## src/hw/rtl/pwrf_pkg.sv

```systemverilog
`default_nettype none
package pwrf_pkg;

    localparam int unsigned PAYLOAD_BYTES = 9;
    localparam logic [7:0]  FILL_BYTE     = 8'hFF;

    localparam int unsigned STEP_W  = 5;
    localparam int unsigned SHIFT_W = 6;
    localparam int unsigned PROD_W  = 50;
    localparam int unsigned ACC_W   = 84;
    localparam int unsigned FRAC_LSB = 40;
    localparam int unsigned SAT_LSB  = 56;

    localparam int unsigned REG_IDX_W = 3;
    localparam logic [REG_IDX_W-1:0] REG_SYNC  = 3'd0;
    localparam logic [REG_IDX_W-1:0] REG_MSG   = 3'd1;
    localparam logic [REG_IDX_W-1:0] REG_CHAN  = 3'd2;
    localparam logic [REG_IDX_W-1:0] REG_PAGE  = 3'd3;
    localparam logic [REG_IDX_W-1:0] REG_CONST = 3'd4;
    localparam logic [REG_IDX_W-1:0] REG_LIN   = 3'd5;
    localparam logic [REG_IDX_W-1:0] REG_SQR   = 3'd6;
    localparam logic [REG_IDX_W-1:0] REG_CUBE  = 3'd7;

    localparam logic [1:0] SEQ_NEXT     = 2'd0;
    localparam logic [1:0] SEQ_WAIT_IN  = 2'd1;
    localparam logic [1:0] SEQ_WAIT_OUT = 2'd2;

    localparam logic [2:0] A_ZERO = 3'd0;
    localparam logic [2:0] A_S    = 3'd1;
    localparam logic [2:0] A_SQ   = 3'd2;
    localparam logic [2:0] A_C0   = 3'd3;
    localparam logic [2:0] A_C1   = 3'd4;
    localparam logic [2:0] A_C2   = 3'd5;
    localparam logic [2:0] A_C3   = 3'd6;

    localparam logic [2:0] B_ONE = 3'd0;
    localparam logic [2:0] B_S   = 3'd1;
    localparam logic [2:0] B_SQ0 = 3'd2;
    localparam logic [2:0] B_SQ1 = 3'd3;
    localparam logic [2:0] B_CU0 = 3'd4;
    localparam logic [2:0] B_CU1 = 3'd5;
    localparam logic [2:0] B_CU2 = 3'd6;

    localparam logic [1:0] DST_NONE = 2'd0;
    localparam logic [1:0] DST_SQ   = 2'd1;
    localparam logic [1:0] DST_CU   = 2'd2;
    localparam logic [1:0] DST_ACC  = 2'd3;

    localparam logic [3:0] BYTE_SYNC  = 4'd0;
    localparam logic [3:0] BYTE_LEN   = 4'd1;
    localparam logic [3:0] BYTE_MSG   = 4'd2;
    localparam logic [3:0] BYTE_CHAN  = 4'd3;
    localparam logic [3:0] BYTE_PAGE  = 4'd4;
    localparam logic [3:0] BYTE_EVT   = 4'd5;
    localparam logic [3:0] BYTE_FILL  = 4'd6;
    localparam logic [3:0] BYTE_ACC_L = 4'd7;
    localparam logic [3:0] BYTE_ACC_H = 4'd8;
    localparam logic [3:0] BYTE_PWR_L = 4'd9;
    localparam logic [3:0] BYTE_PWR_H = 4'd10;
    localparam logic [3:0] BYTE_CHK   = 4'd11;

    typedef struct packed {
        logic [1:0]         seq;
        logic               jump;
        logic [STEP_W-1:0]  target;
        logic [2:0]         a_sel;
        logic [2:0]         b_sel;
        logic [1:0]         dst;
        logic [SHIFT_W-1:0] shift;
        logic               fin;
        logic [3:0]         byte_sel;
    } t_uop;

    typedef struct packed {
        logic [7:0]  sync;
        logic [7:0]  msg;
        logic [7:0]  chan;
        logic [7:0]  page;
        logic [31:0] c0;
        logic [31:0] c1;
        logic [31:0] c2;
        logic [31:0] c3;
    } t_cfg;

    function automatic t_uop mk_mul(input logic [2:0] a, input logic [2:0] b,
                                    input logic [1:0] dst, input int unsigned sh);
        t_uop u;
        u = '0;
        u.seq   = SEQ_NEXT;
        u.a_sel = a;
        u.b_sel = b;
        u.dst   = dst;
        u.shift = SHIFT_W'(sh);
        return u;
    endfunction

    function automatic t_uop mk_emit(input logic [3:0] bsel, input logic jmp);
        t_uop u;
        u = '0;
        u.seq      = SEQ_WAIT_OUT;
        u.byte_sel = bsel;
        u.jump     = jmp;
        return u;
    endfunction

    function automatic t_uop ucode(input logic [STEP_W-1:0] step);
        t_uop u;
        u = '0;
        unique case (step)
            5'd0: begin
                u.seq = SEQ_WAIT_IN;
            end
            5'd1:  u = mk_mul(A_S,  B_S,   DST_SQ,  0);
            5'd2:  u = mk_mul(A_SQ, B_S,   DST_CU,  0);
            5'd3:  u = mk_mul(A_C0, B_ONE, DST_ACC, 24);
            5'd4:  u = mk_mul(A_C1, B_S,   DST_ACC, 16);
            5'd5:  u = mk_mul(A_C2, B_SQ0, DST_ACC, 8);
            5'd6:  u = mk_mul(A_C2, B_SQ1, DST_ACC, 24);
            5'd7:  u = mk_mul(A_C3, B_CU0, DST_ACC, 0);
            5'd8:  u = mk_mul(A_C3, B_CU1, DST_ACC, 16);
            5'd9:  u = mk_mul(A_C3, B_CU2, DST_ACC, 32);
            5'd10: u = mk_mul(A_ZERO, B_ONE, DST_NONE, 0);
            5'd11: begin
                u.seq = SEQ_NEXT;
                u.fin = 1'b1;
            end
            5'd12: u = mk_emit(BYTE_SYNC,  1'b0);
            5'd13: u = mk_emit(BYTE_LEN,   1'b0);
            5'd14: u = mk_emit(BYTE_MSG,   1'b0);
            5'd15: u = mk_emit(BYTE_CHAN,  1'b0);
            5'd16: u = mk_emit(BYTE_PAGE,  1'b0);
            5'd17: u = mk_emit(BYTE_EVT,   1'b0);
            5'd18: u = mk_emit(BYTE_FILL,  1'b0);
            5'd19: u = mk_emit(BYTE_FILL,  1'b0);
            5'd20: u = mk_emit(BYTE_ACC_L, 1'b0);
            5'd21: u = mk_emit(BYTE_ACC_H, 1'b0);
            5'd22: u = mk_emit(BYTE_PWR_L, 1'b0);
            5'd23: u = mk_emit(BYTE_PWR_H, 1'b0);
            5'd24: u = mk_emit(BYTE_CHK,   1'b1);
            default: begin
                u.seq  = SEQ_NEXT;
                u.jump = 1'b1;
            end
        endcase
        return u;
    endfunction

endpackage
`default_nettype wire

```

## src/hw/rtl/power_page_broadcast_framer.sv

```systemverilog
// Power page broadcast framer.
// A speed sample (unsigned Q8.8 km/h) enters on the s_axis channel, one
// transaction per broadcast tick. The block evaluates the power curve held in
// the APB coefficient registers, saturates it to 0..65535 W, bumps the event
// count and the accumulated power, and sends a 13-byte frame on m_axis, sync
// byte first, with tlast on the closing XOR checksum byte.
// A microcoded step sequencer drives one shared 33x17 multiplier: two steps
// form s^2 and s^3, seven steps multiply coefficient by speed-power slices
// into an 84-bit accumulator, one step drains the last product and one step
// saturates and updates the counters. The frame bytes are offered after
// those steps, and s_axis_tready rises again in the cycle after the checksum
// byte is taken, so a new speed sample is accepted only once the previous
// frame has been sent.
// While the receiver holds m_axis_tready low the current byte and tlast are
// held and the sequencer waits on that step. Reset clears the sequencer,
// event count and accumulated power, and loads the register defaults. The
// user must write configuration only when no frame is in flight; unchecked.
`default_nettype none
module power_page_broadcast_framer (
    input  wire logic        i_clk,
    input  wire logic        i_rst_n,
    input  wire logic        psel,
    input  wire logic        penable,
    input  wire logic        pwrite,
    input  wire logic [4:0]  paddr,
    input  wire logic [31:0] pwdata,
    output logic [31:0]      prdata,
    output logic             pready,
    input  wire logic        s_axis_tvalid,
    output logic             s_axis_tready,
    input  wire logic [15:0] s_axis_tdata,   // [15:0] speed_kph
    output logic             m_axis_tvalid,
    input  wire logic        m_axis_tready,
    output logic [7:0]       m_axis_tdata,   // [7:0] frame_byte
    output logic             m_axis_tlast    // last_byte
);
    import pwrf_pkg::*;

    t_cfg                 r_cfg;
    t_uop                 uop;
    logic                 wr_en;
    logic [REG_IDX_W-1:0] idx;
    logic                 in_fire;
    logic                 out_fire;

    assign pready = 1'b1;
    assign idx    = paddr[4:2];
    assign wr_en  = psel && penable && pwrite;

    always_ff @(posedge i_clk) begin
        if (!i_rst_n) begin
            r_cfg.sync <= 8'd164;
            r_cfg.msg  <= 8'd78;
            r_cfg.chan <= 8'd1;
            r_cfg.page <= 8'd16;
            r_cfg.c0   <= 32'd0;
            r_cfg.c1   <= 32'd0;
            r_cfg.c2   <= 32'd0;
            r_cfg.c3   <= 32'd0;
        end else if (wr_en) begin
            unique case (idx)
                REG_SYNC:  r_cfg.sync <= pwdata[7:0];
                REG_MSG:   r_cfg.msg  <= pwdata[7:0];
                REG_CHAN:  r_cfg.chan <= pwdata[7:0];
                REG_PAGE:  r_cfg.page <= pwdata[7:0];
                REG_CONST: r_cfg.c0   <= pwdata;
                REG_LIN:   r_cfg.c1   <= pwdata;
                REG_SQR:   r_cfg.c2   <= pwdata;
                REG_CUBE:  r_cfg.c3   <= pwdata;
                default: begin
                end
            endcase
        end
    end

    always_comb begin
        unique case (idx)
            REG_SYNC:  prdata = {24'd0, r_cfg.sync};
            REG_MSG:   prdata = {24'd0, r_cfg.msg};
            REG_CHAN:  prdata = {24'd0, r_cfg.chan};
            REG_PAGE:  prdata = {24'd0, r_cfg.page};
            REG_CONST: prdata = r_cfg.c0;
            REG_LIN:   prdata = r_cfg.c1;
            REG_SQR:   prdata = r_cfg.c2;
            REG_CUBE:  prdata = r_cfg.c3;
            default:   prdata = 32'd0;
        endcase
    end

    pwrf_seq u_seq (
        .i_clk       (i_clk),
        .i_rst_n     (i_rst_n),
        .i_in_valid  (s_axis_tvalid),
        .i_out_ready (m_axis_tready),
        .o_uop       (uop)
    );

    assign s_axis_tready = (uop.seq == SEQ_WAIT_IN);
    assign m_axis_tvalid = (uop.seq == SEQ_WAIT_OUT);
    assign in_fire       = s_axis_tvalid && s_axis_tready;
    assign out_fire      = m_axis_tvalid && m_axis_tready;

    pwrf_dp u_dp (
        .i_clk      (i_clk),
        .i_rst_n    (i_rst_n),
        .i_uop      (uop),
        .i_cfg      (r_cfg),
        .i_in_fire  (in_fire),
        .i_speed    (s_axis_tdata),
        .i_out_fire (out_fire),
        .o_byte     (m_axis_tdata),
        .o_last     (m_axis_tlast)
    );

endmodule
`default_nettype wire

```

## src/hw/rtl/pwrf_seq.sv

```systemverilog
`default_nettype none
module pwrf_seq (
    input  wire logic          i_clk,
    input  wire logic          i_rst_n,
    input  wire logic          i_in_valid,
    input  wire logic          i_out_ready,
    output pwrf_pkg::t_uop     o_uop
);
    import pwrf_pkg::*;

    logic [STEP_W-1:0] r_step;
    logic [STEP_W-1:0] n_step;
    t_uop              uop;
    logic              advance;

    assign uop   = ucode(r_step);
    assign o_uop = uop;

    always_comb begin
        unique case (uop.seq)
            SEQ_WAIT_IN:  advance = i_in_valid;
            SEQ_WAIT_OUT: advance = i_out_ready;
            default:      advance = 1'b1;
        endcase
        n_step = r_step;
        if (advance) begin
            n_step = uop.jump ? uop.target : r_step + 1'b1;
        end
    end

    always_ff @(posedge i_clk) begin
        if (!i_rst_n) begin
            r_step <= '0;
        end else begin
            r_step <= n_step;
        end
    end

endmodule
`default_nettype wire

```

## src/hw/rtl/pwrf_dp.sv

```systemverilog
`default_nettype none
module pwrf_dp (
    input  wire logic           i_clk,
    input  wire logic           i_rst_n,
    input  wire pwrf_pkg::t_uop i_uop,
    input  wire pwrf_pkg::t_cfg i_cfg,
    input  wire logic           i_in_fire,
    input  wire logic [15:0]    i_speed,
    input  wire logic           i_out_fire,
    output logic [7:0]          o_byte,
    output logic                o_last
);
    import pwrf_pkg::*;

    logic [15:0]              r_s;
    logic [31:0]              r_sq;
    logic [47:0]              r_cu;
    logic signed [PROD_W-1:0] r_prod;
    logic [SHIFT_W-1:0]       r_shift;
    logic                     r_add;
    logic signed [ACC_W-1:0]  r_acc;
    logic [15:0]              r_pwr;
    logic [7:0]               r_evt;
    logic [15:0]              r_accp;
    logic [7:0]               r_chk;

    logic signed [32:0]       a_val;
    logic [15:0]              b_val;
    logic signed [PROD_W-1:0] mul_p;
    logic signed [ACC_W-1:0]  prod_ext;
    logic [15:0]              pwr;
    logic [7:0]               byte_val;

    always_comb begin
        unique case (i_uop.a_sel)
            A_S:     a_val = {17'd0, r_s};
            A_SQ:    a_val = {1'b0, r_sq};
            A_C0:    a_val = {i_cfg.c0[31], i_cfg.c0};
            A_C1:    a_val = {i_cfg.c1[31], i_cfg.c1};
            A_C2:    a_val = {i_cfg.c2[31], i_cfg.c2};
            A_C3:    a_val = {i_cfg.c3[31], i_cfg.c3};
            default: a_val = '0;
        endcase
        unique case (i_uop.b_sel)
            B_S:     b_val = r_s;
            B_SQ0:   b_val = r_sq[15:0];
            B_SQ1:   b_val = r_sq[31:16];
            B_CU0:   b_val = r_cu[15:0];
            B_CU1:   b_val = r_cu[31:16];
            B_CU2:   b_val = r_cu[47:32];
            default: b_val = 16'd1;
        endcase
    end

    assign mul_p    = a_val * $signed({1'b0, b_val});
    assign prod_ext = {{(ACC_W-PROD_W){r_prod[PROD_W-1]}}, r_prod};

    always_comb begin
        priority if (r_acc[ACC_W-1]) begin
            pwr = 16'd0;
        end else if (|r_acc[ACC_W-2:SAT_LSB]) begin
            pwr = 16'hFFFF;
        end else begin
            pwr = r_acc[SAT_LSB-1:FRAC_LSB];
        end
    end

    always_comb begin
        unique case (i_uop.byte_sel)
            BYTE_SYNC:  byte_val = i_cfg.sync;
            BYTE_LEN:   byte_val = 8'(PAYLOAD_BYTES);
            BYTE_MSG:   byte_val = i_cfg.msg;
            BYTE_CHAN:  byte_val = i_cfg.chan;
            BYTE_PAGE:  byte_val = i_cfg.page;
            BYTE_EVT:   byte_val = r_evt;
            BYTE_FILL:  byte_val = FILL_BYTE;
            BYTE_ACC_L: byte_val = r_accp[7:0];
            BYTE_ACC_H: byte_val = r_accp[15:8];
            BYTE_PWR_L: byte_val = r_pwr[7:0];
            BYTE_PWR_H: byte_val = r_pwr[15:8];
            BYTE_CHK:   byte_val = r_chk;
            default:    byte_val = 8'd0;
        endcase
    end

    assign o_byte = byte_val;
    assign o_last = (i_uop.byte_sel == BYTE_CHK);

    always_ff @(posedge i_clk) begin
        if (i_in_fire) begin
            r_s <= i_speed;
        end
        unique case (i_uop.dst)
            DST_SQ:  r_sq <= mul_p[31:0];
            DST_CU:  r_cu <= mul_p[47:0];
            DST_ACC: begin
                r_prod  <= mul_p;
                r_shift <= i_uop.shift;
            end
            default: begin
            end
        endcase
        if (i_in_fire) begin
            r_acc <= '0;
        end else if (r_add) begin
            r_acc <= r_acc + (prod_ext <<< r_shift);
        end
        if (i_uop.fin) begin
            r_pwr <= pwr;
            r_chk <= 8'd0;
        end else if (i_out_fire) begin
            r_chk <= r_chk ^ byte_val;
        end
    end

    always_ff @(posedge i_clk) begin
        if (!i_rst_n) begin
            r_add  <= 1'b0;
            r_evt  <= 8'd0;
            r_accp <= 16'd0;
        end else begin
            r_add <= (i_uop.dst == DST_ACC);
            if (i_uop.fin) begin
                r_evt  <= r_evt + 8'd1;
                r_accp <= r_accp + pwr;
            end
        end
    end

endmodule
`default_nettype wire

```

## config.mk

```make
export PLATFORM = sky130hd
export DESIGN_NAME = power_page_broadcast_framer
export DESIGN_NICKNAME = d
export VERILOG_FILES = /design/src/hw/rtl/pwrf_pkg.sv /design/src/hw/rtl/power_page_broadcast_framer.sv /design/src/hw/rtl/pwrf_seq.sv /design/src/hw/rtl/pwrf_dp.sv
export SDC_FILE = /design/constraint.sdc
export NUM_CORES = 2
export LEC_CHECK = 0
export BUFFER_PORTS_ARGS = -buffer_cell sky130_fd_sc_hd__buf_2
export CELL_PAD_IN_SITES_DETAIL_PLACEMENT = 0
export CELL_PAD_IN_SITES_GLOBAL_PLACEMENT = 1
export CORE_ASPECT_RATIO = 0.9
export CORE_MARGIN = 3
export CORE_UTILIZATION = 40
export CTS_BUF_LIST = sky130_fd_sc_hd__clkbuf_2 sky130_fd_sc_hd__clkbuf_4 sky130_fd_sc_hd__clkbuf_8
export CTS_CLUSTER_DIAMETER = 40
export DETAILED_ROUTE_END_ITERATION = 12
export HOLD_SLACK_MARGIN = 0.06
export PLACE_DENSITY_LB_ADDON = 0.1
export SLEW_MARGIN = 20
export SYNTH_ARGS = -nofsm -noshare
export SYNTH_HDL_FRONTEND = slang
export SYNTH_SLANG_ARGS = --single-unit
```

## constraint.sdc

```tcl
create_clock -name i_clk -period 12.2 [get_ports i_clk]
set_input_delay 0.61 -clock i_clk [delete_from_list [all_inputs] [get_ports i_clk]]
set_output_delay 0.61 -clock i_clk [all_outputs]
set_load 0.05 [all_outputs]
```

# Yosys cells after proc, flatten, opt, wreduce, memory -nomap -nowiden
# Index checks and enable logic that the tools add are counted.
# W data, S select, Z words.
[totals]
register_bits = 450
input_bits = 60
out_inout_bits = 44
elab_cells = 117
[op_classes]
addsub = 4
mul = 1
eq_ne = 59
n_shift = 1
n_mux = 12
n_bitwise = 1
n_reduce_logical = 19
[op_table]
columns = ["operator", "n"]
rows = [
  ["$pmux W32 S8", 1],
  ["$pmux W33 S6", 1],
  ["$pmux W14 S9", 1],
  ["$pmux W16 S6", 1],
  ["$pmux W8 S12", 1],
  ["$add A84 B84 Y84", 1],
  ["$sshl A50 B6 Y84", 1],
  ["$mul A33 B17 Y50", 1],
  ["$eq A5 B5 Y1 const B", 9],
  ["$pmux W4 S11", 1],
  ["$eq A5 B4 Y1 const B", 8],
  ["$mux W16", 2],
  ["$eq A3 B3 Y1 const B", 10],
  ["$reduce_or A27 Y1", 1],
  ["$reduce_or A24 Y1", 1],
  ["$eq A5 B3 Y1 const B", 4],
  ["$eq A3 B2 Y1 const B", 6],
  ["$add A16 B16 Y16", 1],
  ["$eq A4 B3 Y1 const B", 4],
  ["$eq A4 B4 Y1 const B", 4],
  ["$reduce_and A2 Y1", 8],
  ["$reduce_or A13 Y1", 1],
  ["$eq A5 B2 Y1 const B", 2],
  ["$eq A3 B1 Y1 const B", 3],
  ["17 further kinds", 24],
]

# Depth between registers and ports, before layout
[logic_depth]
word_depth = 6
ltp_mapped = 37
depth_no_buf = 34

# Modules after synthesis
# Synthesis repeated with hierarchy kept, for this count alone.
[unflattened]
hier_cells = 5630
hier_area_um2 = 48211.2
[by_module_without_submodules]
columns = ["module", "instances", "cells_per_inst", "area_each_um2", "seq_area_each_um2"]
rows = [
  ["pwrf_dp", 1, 4660, 39959.6, 7387.1],
  ["power_page_broadcast_framer", 1, 848, 7355.8, 3203.1],
  ["pwrf_seq", 1, 122, 895.9, 100.1],
]

# Worst setup path after synthesis
# Ideal clock, no wire load.
[synth_path]
kind = "flip-flop to flip-flop"
startpoint = "register u_seq.r_step[0]"
endpoint = "register u_dp.r_prod[48] (data pin)"
setup_time_ns = 0.258
arrival_time_ns = 8.256
slack_ns = 3.685
stages_incl_launch_ff = 36
path_buffers = 4
synth_period_minus_slack_ns = 8.515
path_cell_list = "dfxtp_1 -> inv_1 -> ha_1 -> buf_2 -> a211oi_1 -> nor3_1 -> clkbuf_1 -> nor2_1 -> buf_2 -> nand2_1 -> o21ai_0 -> a21o_1 -> buf_2 -> nand2_1 -> fa_1 -> inv_1 -> fa_1 -> inv_1 -> fa_1 -> inv_1 -> fa_1 -> fa_1 -> inv_1 -> fa_1 -> inv_1 -> ha_1 -> a211oi_1 -> nor2_1 -> a211oi_1 -> o41ai_2 -> a21oi_1 -> a21oi_1 -> a21o_1 -> a211o_1 -> a221o_1 -> xor2_1"
[synth_between]
elab_chain_cells = 5
word_cells_on_any_way = 25
classes_between = "mul: 1; eq/ne: 21; mux: 3"
[synth_lines]
columns = ["item", "line", "source"]
rows = [
  ["start: declaration", "pwrf_seq.sv:11", "logic [STEP_W-1:0] r_step;"],
  ["start signal: assignment", "pwrf_seq.sv:35", "r_step <= n_step;"],
  ["$eq A5 B4 Y1 (tied with other cells)", "pwrf_pkg.sv:109", "unique case (step)"],
  ["$pmux W14 S9 *", "pwrf_pkg.sv:109", ""],
  ["$eq A3 B3 Y1 (tied with other cells)", "pwrf_dp.sv:35", "unique case (i_uop.a_sel)"],
  ["$pmux W33 S6 or $pmux W16 S6 (tied branches)", "pwrf_dp.sv:35, pwrf_dp.sv:44", ""],
  ["$mul A33 B17 Y50 *", "pwrf_dp.sv:55", "assign mul_p = a_val * $signed({1'b0, b_val});"],
  ["via u_dp.mul_p[48]", "pwrf_dp.sv:29", "logic signed [PROD_W-1:0] mul_p;"],
  ["end signal: assignment", "pwrf_dp.sv:97", "r_prod <= mul_p;"],
  ["end: declaration", "pwrf_dp.sv:18", "logic signed [PROD_W-1:0] r_prod;"],
]
# The timed path passes the listed nets; every way through them passes the cells marked *.
# A chain may end at the register's enable or synchronous reset.

# Worst setup path in the final report
[layout_path]
startpoint = "register u_seq.r_step[2]"
endpoint = "register u_dp.r_cu[35] (data pin)"
[layout_between]
elab_chain_cells = 5
word_cells_on_any_way = 25
classes_between = "mul: 1; eq/ne: 21; mux: 3"
[layout_lines]
columns = ["item", "line", "source"]
rows = [
  ["$eq A5 B4 Y1 (tied with other cells)", "pwrf_pkg.sv:109", ""],
  ["$pmux W14 S9 *", "pwrf_pkg.sv:109", ""],
  ["$eq A3 B3 Y1 (tied with other cells)", "pwrf_dp.sv:35", ""],
  ["$pmux W33 S6 or $pmux W16 S6 (tied branches)", "pwrf_dp.sv:35, pwrf_dp.sv:44", ""],
  ["$mul A33 B17 Y50 *", "pwrf_dp.sv:55", ""],
  ["via u_dp.mul_p[35]", "pwrf_dp.sv:29", ""],
  ["end signal: assignment", "pwrf_dp.sv:95", "DST_CU: r_cu <= mul_p[47:0];"],
  ["end: declaration", "pwrf_dp.sv:17", "logic [47:0] r_cu;"],
]
# Marks and branches as above.

==> flow_summary_export.csv <==
group,metric,value,unit
setup_path,worstPathArrival,11010,ps
clocking,clock_path_buffers,3,
clocking,clkSinkCount,447,
setup_path,cpPeakStageDelay,940,ps
synth,syn_area,0.0461,mm^2
placement,gp_congestion,0.878,
placement,place_area,0.0478,mm^2
finish,final_area,0.0503,mm^2
grt,grt_pass1_wl,246,mm
finish,final_cells,6987,
route,via_per_inst,5.52,
sta,fmax,94.9,MHz
sta,timing_hold_violations_final,0,
sta,rsz0062_at_grt,"false",
route,drc_errors,0,
setup_path,crit_required,12670,ps
route,drt_first_pass_iters,8,
floorplan,fp.dieW,364,um
finish,area_delta_synth_final,9.27,%
min_path,hp-class,"primary input to flop",
setup_path,crit_path_start_kind,"flop",
pwr,vdd_drop_max,0.132,mV
grt,antenna_found_initial,3,
sta,setup_violations,0,
setup_path,slowest_stage,"dfxtp_1",
grt,grt_util_all_layers,27.4,%
floorplan,fp-row-count,117,
synth,async_reset_ff_share,0,%
floorplan,die-area,0.119,mm^2
route,finalWirelength,164,mm
route,vias,38586,
sta,setup_tns,0,ps
synth,ys_warn_count,0,
grt,overflow,0,
sta,maxSlewHeadroom,18.6,%
setup_path,crit_fanout,27,
clocking,worstSkewPairLatency,790,ps
sta,tightest_slew,1210,ps
setup_path,cp_common_cell,"fa_1",
clocking,clk_pin_slew,70,ps
pwr,p_per_area,198,mW/mm^2
floorplan,ios,104,
sta,fin_crit,10540,ps
route,drt_iter0_drc,3283,
grt,first_global_vias,38409,
synth,syn_nets,6221,
clocking,cts_tree,"done",
floorplan,die_h,328,um
floorplan,initial_core_util,40.5,%
finish,fin_nets,6198,
clocking,cts-htree-levels,3,
placement,port_buffers,100,
run_status,status,"completed",
route,wl_per_cell,23.5,um
placement,dp.cells,6775,
synth,synth_seq_area_share,23.0,%
floorplan,core,0.114,mm^2
sta,period_share,86.4,%
clocking,cts_buffers,101,
synth,ys_types,109,
synth,syn_inst,5431,
pwr,p_leak,22.0,nW
setup_path,crit_type,"flop to flop",
setup_path,worstSetupEndpointType,"flop",
synth,ys_seq_elements,447,
route,route.antenna.remaining_nets,0,
synth,synth_edf_count,165,
clocking,cts_resized,0,
sta,fin_worst_skew,72.8,ps
synth,avgSynthCellArea,8.48,um^2
synth,synth_ff_type,"dfxtp_1",
clocking,cts_root_buf,"clkbuf_8",
clocking,post_cts_buffers,0,
placement,dpl.hpwl,126,mm
grt,grt_max_degree,106,
flow_run,drv_cap,0,
finish,drive_above_1_share,8.77,%
sta,slew_violations,0,
-- stage by stage --
step	worst slack (ps)	hold slack (ps)	utilization [%]	total power, mW
floorplan	3690	442	-	5.73
global placement	1950	454	42.0	7.88
detailed placement	1940	461	42.0	7.91
CTS	1820	80.8	44.2	9.96
global route	1170	92.5	44.2	10.6
finish	1660	124	44.2	9.94
-- repair_timing --
item,CTS,global route
hold buffers,16,0
endpoints found under the hold margin,16,0
setup endpoints to repair,0,0
-- cell usage in the layout, fill, tap and decap left out, types with 17 or more instances in the layout --
| cell type | count |
|---|---|
| and3_1 | 22 |
| nor2b_1 | 40 |
| xnor2_1 | 98 |
| buf_2 | 99 |
| nand2_1 | 936 |
| ha_1 | 225 |
| o21bai_1 | 30 |
| nor2_1 | 504 |
| edfxtp_1 | 165 |
| o22ai_1 | 23 |
| a21oi_1 | 298 |
| fa_1 | 505 |
| a211oi_2 | 19 |
| o21ai_1 | 20 |
| nand2b_1 | 31 |
| nand4_1 | 53 |
| clkbuf_4 | 18 |
| o21ai_0 | 132 |
| o21a_1 | 24 |
| nor3_1 | 53 |
| mux2i_1 | 175 |
| inv_1 | 685 |
| clkinv_2 | 18 |
| a211o_1 | 23 |
| xor2_1 | 38 |
| a21o_1 | 74 |
| dfxtp_1 | 281 |
| clkbuf_8 | 112 |
| nand3_1 | 60 |
| a22oi_1 | 63 |
| or3_1 | 17 |
| and2_1 | 45 |
| a21boi_0 | 154 |
| buf_4 | 72 |
-- critical path: cells and delay by family, from the launching register on --
| kind | cells | cell delay [ps] |
|---|---|---|
| buffers and inverters | 6 | 860 |
| muxes | 1 | 450 |
| xor gates and xnor gates | 1 | 650 |
| AOI/OAI and AO/OA | 11 | 3200 |
| DFF | 1 | 940 |
| and+or+nand+nor | 4 | 790 |
| adders and majority gates | 7 | 3280 |
-- cell families after synthesis --
family,share of synthesized area [%]
AOI/OAI and AO/OA,16.3
xor gates and xnor gates,2.59
adders and majority gates,28.1
buffers and inverters,8.53
DFF,23.0
muxes,4.56
other,0.00814
and+or+nand+nor,16.9
-- power by group --
group | total (mW) | switching (mW) | internal (mW)
clock network | 2.00 | 0.823 | 1.18
logic | 5.72 | 4.07 | 1.65
registers | 2.22 | 0.192 | 2.03
total | 9.94 | 5.09 | 4.85
-- cells in the mapped netlist (all sizes together), types with 31 or more instances --
cell type  count  area [um^2]
o21bai        32          255
inv          689         2590
xnor2         98          858
nand2        942         3540
xor2          38          333
and2          45          282
mux2i        175         1750
a211oi        37          373
a21boi       155         1160
nand4         53          332
edfxtp       165         4950
nor2         508         1910
nor2b         43          269
nand2b        31          194
buf          132          658
nor3          60          310
clkbuf       181          681
nand3         60          300
dfxtp        282         5650
a22oi         63          473
fa           505        10100
o21ai        158          798
a21o          77          581
a21oi        307         1570
ha           225         2820
-- state kept, by name, indices dropped and copies added (netlist names) --
| signal | count |
|---|---|
| r_cfg | 160 |
| u_dp.r_acc | 84 |
| u_dp.r_prod | 50 |
| u_dp.r_cu | 48 |
| u_dp.r_sq | 32 |
| u_dp.r_accp | 16 |
| u_dp.r_pwr | 16 |
| u_dp.r_s | 16 |
| u_dp.r_chk | 8 |
| u_dp.r_evt | 8 |
| u_seq.r_step | 5 |
| u_dp.r_shift | 3 |
| u_dp.r_add | 1 |
-- area by class of cell --
class,count,area [um^2]
tap,1487,1860
antenna,4,10.0
multi-input combinational,3981,31700
sequential,447,10600
inverter,690,2590
fill,11511,63400
clock buffer,130,1680
timing repair buffer,187,1200
clock inverter,61,708
-- path summary, 6_finish.rpt --
check / end / slack (ps) / depth (start not counted) / from
hold reg to reg: r_cfg[96] / 470 / 2 / r_cfg[96]
setup reg to reg: u_dp.r_cu[35] / 1660 / 30 / u_seq.r_step[2]
setup / recovery: u_dp.r_cu[35] / 1660 / 30 / u_seq.r_step[2]
hold / removal: r_cfg[25] / 120 / 3 / pwdata[25]
-- per-layer routing --
layer / vias to the layer above / routed length, um / track usage, %
met4: 0 / 4480 / 6.85
met1: 19273 / 74300 / 38.6
met3: 238 / 9670 / 4.27
met5: - / 0 / 0
li1: 17966 / - / -
met2: 1109 / 75700 / 43.9
Note: power is estimated with default switching activity, not from simulation.
